<file path="config.mk">
export PLATFORM = sky130hd
export DESIGN_NAME = olt_cell
export DESIGN_NICKNAME = d
export VERILOG_FILES = /design/src/olt_pkg.sv /design/src/olt_cell.sv
export SDC_FILE = /design/constraint.sdc
export NUM_CORES = 1
export LEC_CHECK = 0
export ABC_CLOCK_PERIOD_IN_PS = 3170
export BUFFER_PORTS_ARGS = -buffer_cell sky130_fd_sc_hd__buf_2
export CORE_AREA = 2 2 219 221
export DETAILED_ROUTE_END_ITERATION = 8
export DIE_AREA = 0 0 221 223
export PLACE_DENSITY = 0.41
export SKIP_CTS_REPAIR_TIMING = 1
export SLEW_MARGIN = 20
export SYNTH_ARGS = -nofsm -noshare
export SYNTH_HDL_FRONTEND = slang
export SYNTH_SLANG_ARGS = --single-unit
</file>
<file path="constraint.sdc">
create_clock -name clk_i -period 3.17 [get_ports clk_i]
set_input_delay 0.634 -clock clk_i [delete_from_list [all_inputs] [get_ports clk_i]]
set_output_delay 0.634 -clock clk_i [all_outputs]
set_load 0.05 [all_outputs]
</file>
<file path="src/olt_pkg.sv">
// Package for the ordered list table: item structs, op and status codes,
// per-cell control struct and the controller state type. No dependencies.
package olt_pkg;

  typedef enum logic [2:0] {
    OP_INS_FRONT = 3'd0,
    OP_INS_BACK  = 3'd1,
    OP_INS_AT    = 3'd2,
    OP_REM_FRONT = 3'd3,
    OP_REM_BACK  = 3'd4,
    OP_REM_AT    = 3'd5,
    OP_SEARCH    = 3'd6
  } op_e;

  typedef enum logic [2:0] {
    ST_OK       = 3'd0,
    ST_FULL     = 3'd1,
    ST_EMPTY    = 3'd2,
    ST_BADPOS   = 3'd3,
    ST_NOTFOUND = 3'd4
  } status_e;

  typedef enum logic {
    S_IDLE = 1'b0,
    S_SRCH = 1'b1
  } state_e;

  typedef struct packed {
    logic [2:0]         op;
    logic signed [31:0] key;
    logic [63:0]        payload;
    logic [6:0]         position;
  } in_item_t;

  typedef struct packed {
    logic [2:0]  status;
    logic [63:0] found_payload;
    logic [6:0]  entry_count;
  } out_item_t;

  // Broadcast to every cell in the cycle an update is applied.
  typedef struct packed {
    logic ins;
    logic rem;
  } olt_ctrl_t;

endpackage

</file>
<file path="src/olt_cell.sv">
// One cell of the ordered list chain: holds one entry, shifts toward either
// neighbor on insert/remove, and forwards the search token. Uses olt_pkg.
module olt_cell #(
  parameter int IDX = 0,
  parameter int PW  = 7
) (
  input  logic               clk_i,
  input  logic               rst_ni,
  input  olt_pkg::olt_ctrl_t ctrl_i,
  input  logic [PW-1:0]      at_i,
  input  logic [PW-1:0]      cnt_i,
  input  logic [31:0]        new_key_i,
  input  logic [63:0]        new_pay_i,
  input  logic [31:0]        left_key_i,
  input  logic [63:0]        left_pay_i,
  input  logic [31:0]        right_key_i,
  input  logic [63:0]        right_pay_i,
  input  logic [31:0]        skey_i,
  input  logic               tok_i,
  input  logic               hit_i,
  input  logic [63:0]        spay_i,
  output logic [31:0]        key_o,
  output logic [63:0]        pay_o,
  output logic               tok_o,
  output logic               hit_o,
  output logic [63:0]        spay_o
);

  localparam logic [PW-1:0] MyIdx = PW'(IDX);

  logic [31:0] key_q, key_d;
  logic [63:0] pay_q, pay_d;
  logic        tok_q, hit_q;
  logic [63:0] spay_q;
  logic        match;

  always_comb begin
    key_d = key_q;
    pay_d = pay_q;
    if (ctrl_i.ins) begin
      if (MyIdx == at_i) begin
        key_d = new_key_i;
        pay_d = new_pay_i;
      end else if (MyIdx > at_i) begin
        key_d = left_key_i;
        pay_d = left_pay_i;
      end
    end else if (ctrl_i.rem && (MyIdx >= at_i)) begin
      key_d = right_key_i;
      pay_d = right_pay_i;
    end
  end

  assign match = tok_i && (MyIdx < cnt_i) && (key_q == skey_i);

  always_ff @(posedge clk_i) begin
    key_q  <= key_d;
    pay_q  <= pay_d;
    spay_q <= match ? pay_q : spay_i;
  end

  always_ff @(posedge clk_i or negedge rst_ni) begin
    if (!rst_ni) begin
      tok_q <= 1'b0;
      hit_q <= 1'b0;
    end else begin
      tok_q <= tok_i;
      hit_q <= hit_i | match;
    end
  end

  assign key_o  = key_q;
  assign pay_o  = pay_q;
  assign tok_o  = tok_q;
  assign hit_o  = hit_q;
  assign spay_o = spay_q;

endmodule

</file>
==> metrics.md <==
| Metric | Value |
|---|---|
| Status | `completed` |
| Critical Path Sink Type | `flop` |
| DRT antenna net count | `0` |
| Worst-Margin Slew | `0.692 ns` |
| CP arrival | `between 2 and 3 ns` |
| Avg WL per Cell | `16.6 µm` |
| EDFF count, synth | `96` |
| Ys Warns | `0` |
| Standard-cell row count | `80` |
| Die Span Y | `approximately 220 µm` |
| CTS max path bufs | `2` |
| Max transition margin | `0.538` |
| Int Pwr | `0.00364 W` |
| P_leak | `~6.0 nW` |
| Core box area | `around 47000 µm²` |
| Final WL | `roughly 30000 µm` |
| DRC violations left | `0` |
| Placed wire-length estimate | `between 20000 and 25000 µm` |
| TritonCTS clock tree | `yes` |
| Top cells by area, synth | `edfxtp_1, dfxtp_1, mux2i_1` |
| Net Count, Synth | `between 1000 and 1500` |
| Fin Hold WS | `roughly 0.37 ns` |
| Final cycle utilization of the critical path | `0.787` |
| Number of global-route vias before repair | `6850` |
| HP Class | `in -> reg` |
| Netlist Area Pre-Place | `around 7500 µm²` |
| Final setup vio count | `0` |
| Cell total after placement | `approximately 1800` |
| Depth of the CTS H-tree | `4` |
| CP dominant cell by count | `nand4_1` |
| Post-route cell area | `11700 µm²` |
| Post-synth ARST share | `0.0123` |
| Clock power share | `0.388` |
| Worst clock skew | `~0.012 ns` |
| Multi-input gate area | `between 3000 and 4000 µm²` |
| First-pass GRT wire length | `about 43000 µm` |
| Post-Syn Instances | `between 600 and 700` |
| Die Footprint | `roughly 49000 µm²` |
| RSZ-0062 raised after global routing | `no` |
| Sequential cell area fraction in the yosys report | `0.561` |
| Worst EP required | `~3.5 ns` |
| CP max-delay cell | `edfxtp_1` |
| Ys flop type | `edfxtp_1` |
| Most frequent cell after synthesis | `nor2_1` |
| Fraction of layout cells with a size suffix above 1 | `0.573` |
| Sw Ratio | `0.276` |
| Top cell type by total area after synthesis | `edfxtp_1` |
| Final WS setup | `0.676 ns` |
| Fin Setup TNS | `0 ns` |
| Via count | `6740` |
| Area delta synth->final | `55.7%` |
| GRT Total Usage | `0.119` |
| Max-cap viol count | `0` |
| Fin crit period | `between 2 and 2.5 ns` |
| Drt via density | `3.75` |
| Fin cells | `about 1800` |
| 1st-iter DRT viols | `189` |
| F_max | `between 400 and 500 MHz` |
| Post-synth top cells | `nor2_1, a21oi_1, edfxtp_1, mux2i_1, dfxtp_1` |
| FF/Latch Area | `approximately 4200 µm²` |
| Synth top area share | `0.384` |
| Crit path kind | `reg -> reg` |
| Num ports | `roughly 570` |
| Peak per-stage delay on the critical path | `roughly 0.46 ns` |
| Comb pwr share | `0.154` |
| # clock sinks | `around 160` |
| Grt ovf | `0` |
| FILL cells | `about 5000` |
| Part of the power in registers | `0.458` |
| Final GP Congestion | `0.850` |
| Hold Fails Final Rpt | `0` |
| P_sw | `~0.0014 W` |
| Pre-CTS WS | `about 0.32 ns` |
| Clk pin slew, worst setup/hold paths | `approximately 0.070 ns` |
| PD cells | `approximately 430 nW/µm²` |
| Fin nets | `1570` |
| Maximum fanout along the worst path | `65` |
| CTS Buf Count | `17` |
| Chip width | `~220 µm` |
| Port Buf Inserts | `roughly 570` |
| Clk_lat worst skew | `approximately 0.47 ns` |
| CP startpoint kind | `flop` |
| #FFs+latches synth | `between 150 and 200` |
| Synth Area per Inst | `12.4 µm²` |
| Antenna violations before repair | `0` |
| Largest net degree at the start of global routing | `85` |
| Initial Util | `0.159` |
| Fin. max-slew vios | `0` |
| Cell Chain, Critical Path | `xnor2_1 > nand4_1 > nor3_1 > nand4_1 > buf_12 > mux2_4` |
| CTS root buffer | `clkbuf_16` |
| Worst IR Drop VDD | `between 0.3 and 0.4 mV` |
| DP Area | `roughly 11000 µm²` |
| First-pass DRT Iterations | `4` |
| Distinct cells, synth | `21` |
power by group through the flow:
stage          logic, W  registers [W]  clock network, W
3_3_place_gp   0.000779        0.00235                 0
3_5_place_dp   0.000783        0.00235                 0
6_report       0.000777        0.00230           0.00195
4_1_cts        0.000785        0.00230           0.00205
2_1_floorplan  0.000222        0.00253                 0
5_1_grt        0.000840        0.00231           0.00212
per-layer routing:
layer	part of all wire	GRT usage	vias up
met5	0	0	-
met4	0.017	0.0407	0
met3	0.064	0.0423	25
met2	0.52	0.209	282
met1	0.40	0.132	3108
li1	-	-	3325
layout make-up:
class	count	share of cell area
Multi-Input combinational cell	405	0.269
Sequential cell	162	0.361
Clock buffer	18	0.0367
Timing Repair Buffer	580	0.259
Tap cell	615	0.0658
Clock inverter	14	0.00921
Antenna cell	1	0.000214
logic make-up after synthesis:
kind of cell,synth area share
xor+xnor,0.0373
compound gates,0.0647
flops,0.561
simple gates,0.0627
buf+inv,0.0257
mux,0.248
final timing paths:
path                       startpoint    endpoint  slack [ns]  depth (start not counted)
hold / removal                  tok_i       tok_o        0.37                          1
setup reg to reg             key_o[0]  spay_o[58]        0.68                          6
min in group asynchronous      rst_ni       hit_o        0.50                          2
setup / recovery             key_o[0]  spay_o[58]        0.68                          6
max in group asynchronous      rst_ni       tok_o        2.56                          2
hold reg to reg             pay_o[10]  spay_o[10]        0.49                          1
placed cells by master, fill, tap and decap left out, types with 7 or more instances in the layout:
cell and instances:
mux2i_1 96, edfxtp_1 96, mux2_4 49, clkbuf_16 17
xnor2_1 28, a21oi_1 97, buf_4 8, buf_2 564
nor2_1 97, nand4_1 7, dfxtp_1 64, mux2_2 15
critical path, delay by kind of cell (launching register included):
kind	cells	cell delay (ns)
DFF	1	0.46
xor gates and xnor gates	1	0.19
muxes	1	0.44
buffers and inverters	1	0.23
and+or+nand+nor	3	0.84
state kept, by name, summed over array words and instances, names as in the netlist:
register	cells
hit_o	1
pay_o	64
tok_o	1
spay_o	64
key_o	32
per-stage QoR:
| step | util | power [W] |
|---|---|---|
| global placement | 0.236 | 0.00313 |
| detailed placement | 0.236 | 0.00313 |
| floorplan | - | 0.00275 |
| global route | 0.248 | 0.00527 |
| finish | 0.248 | 0.00503 |
| CTS | 0.248 | 0.00514 |
Note: power is estimated with default switching activity, not from simulation.
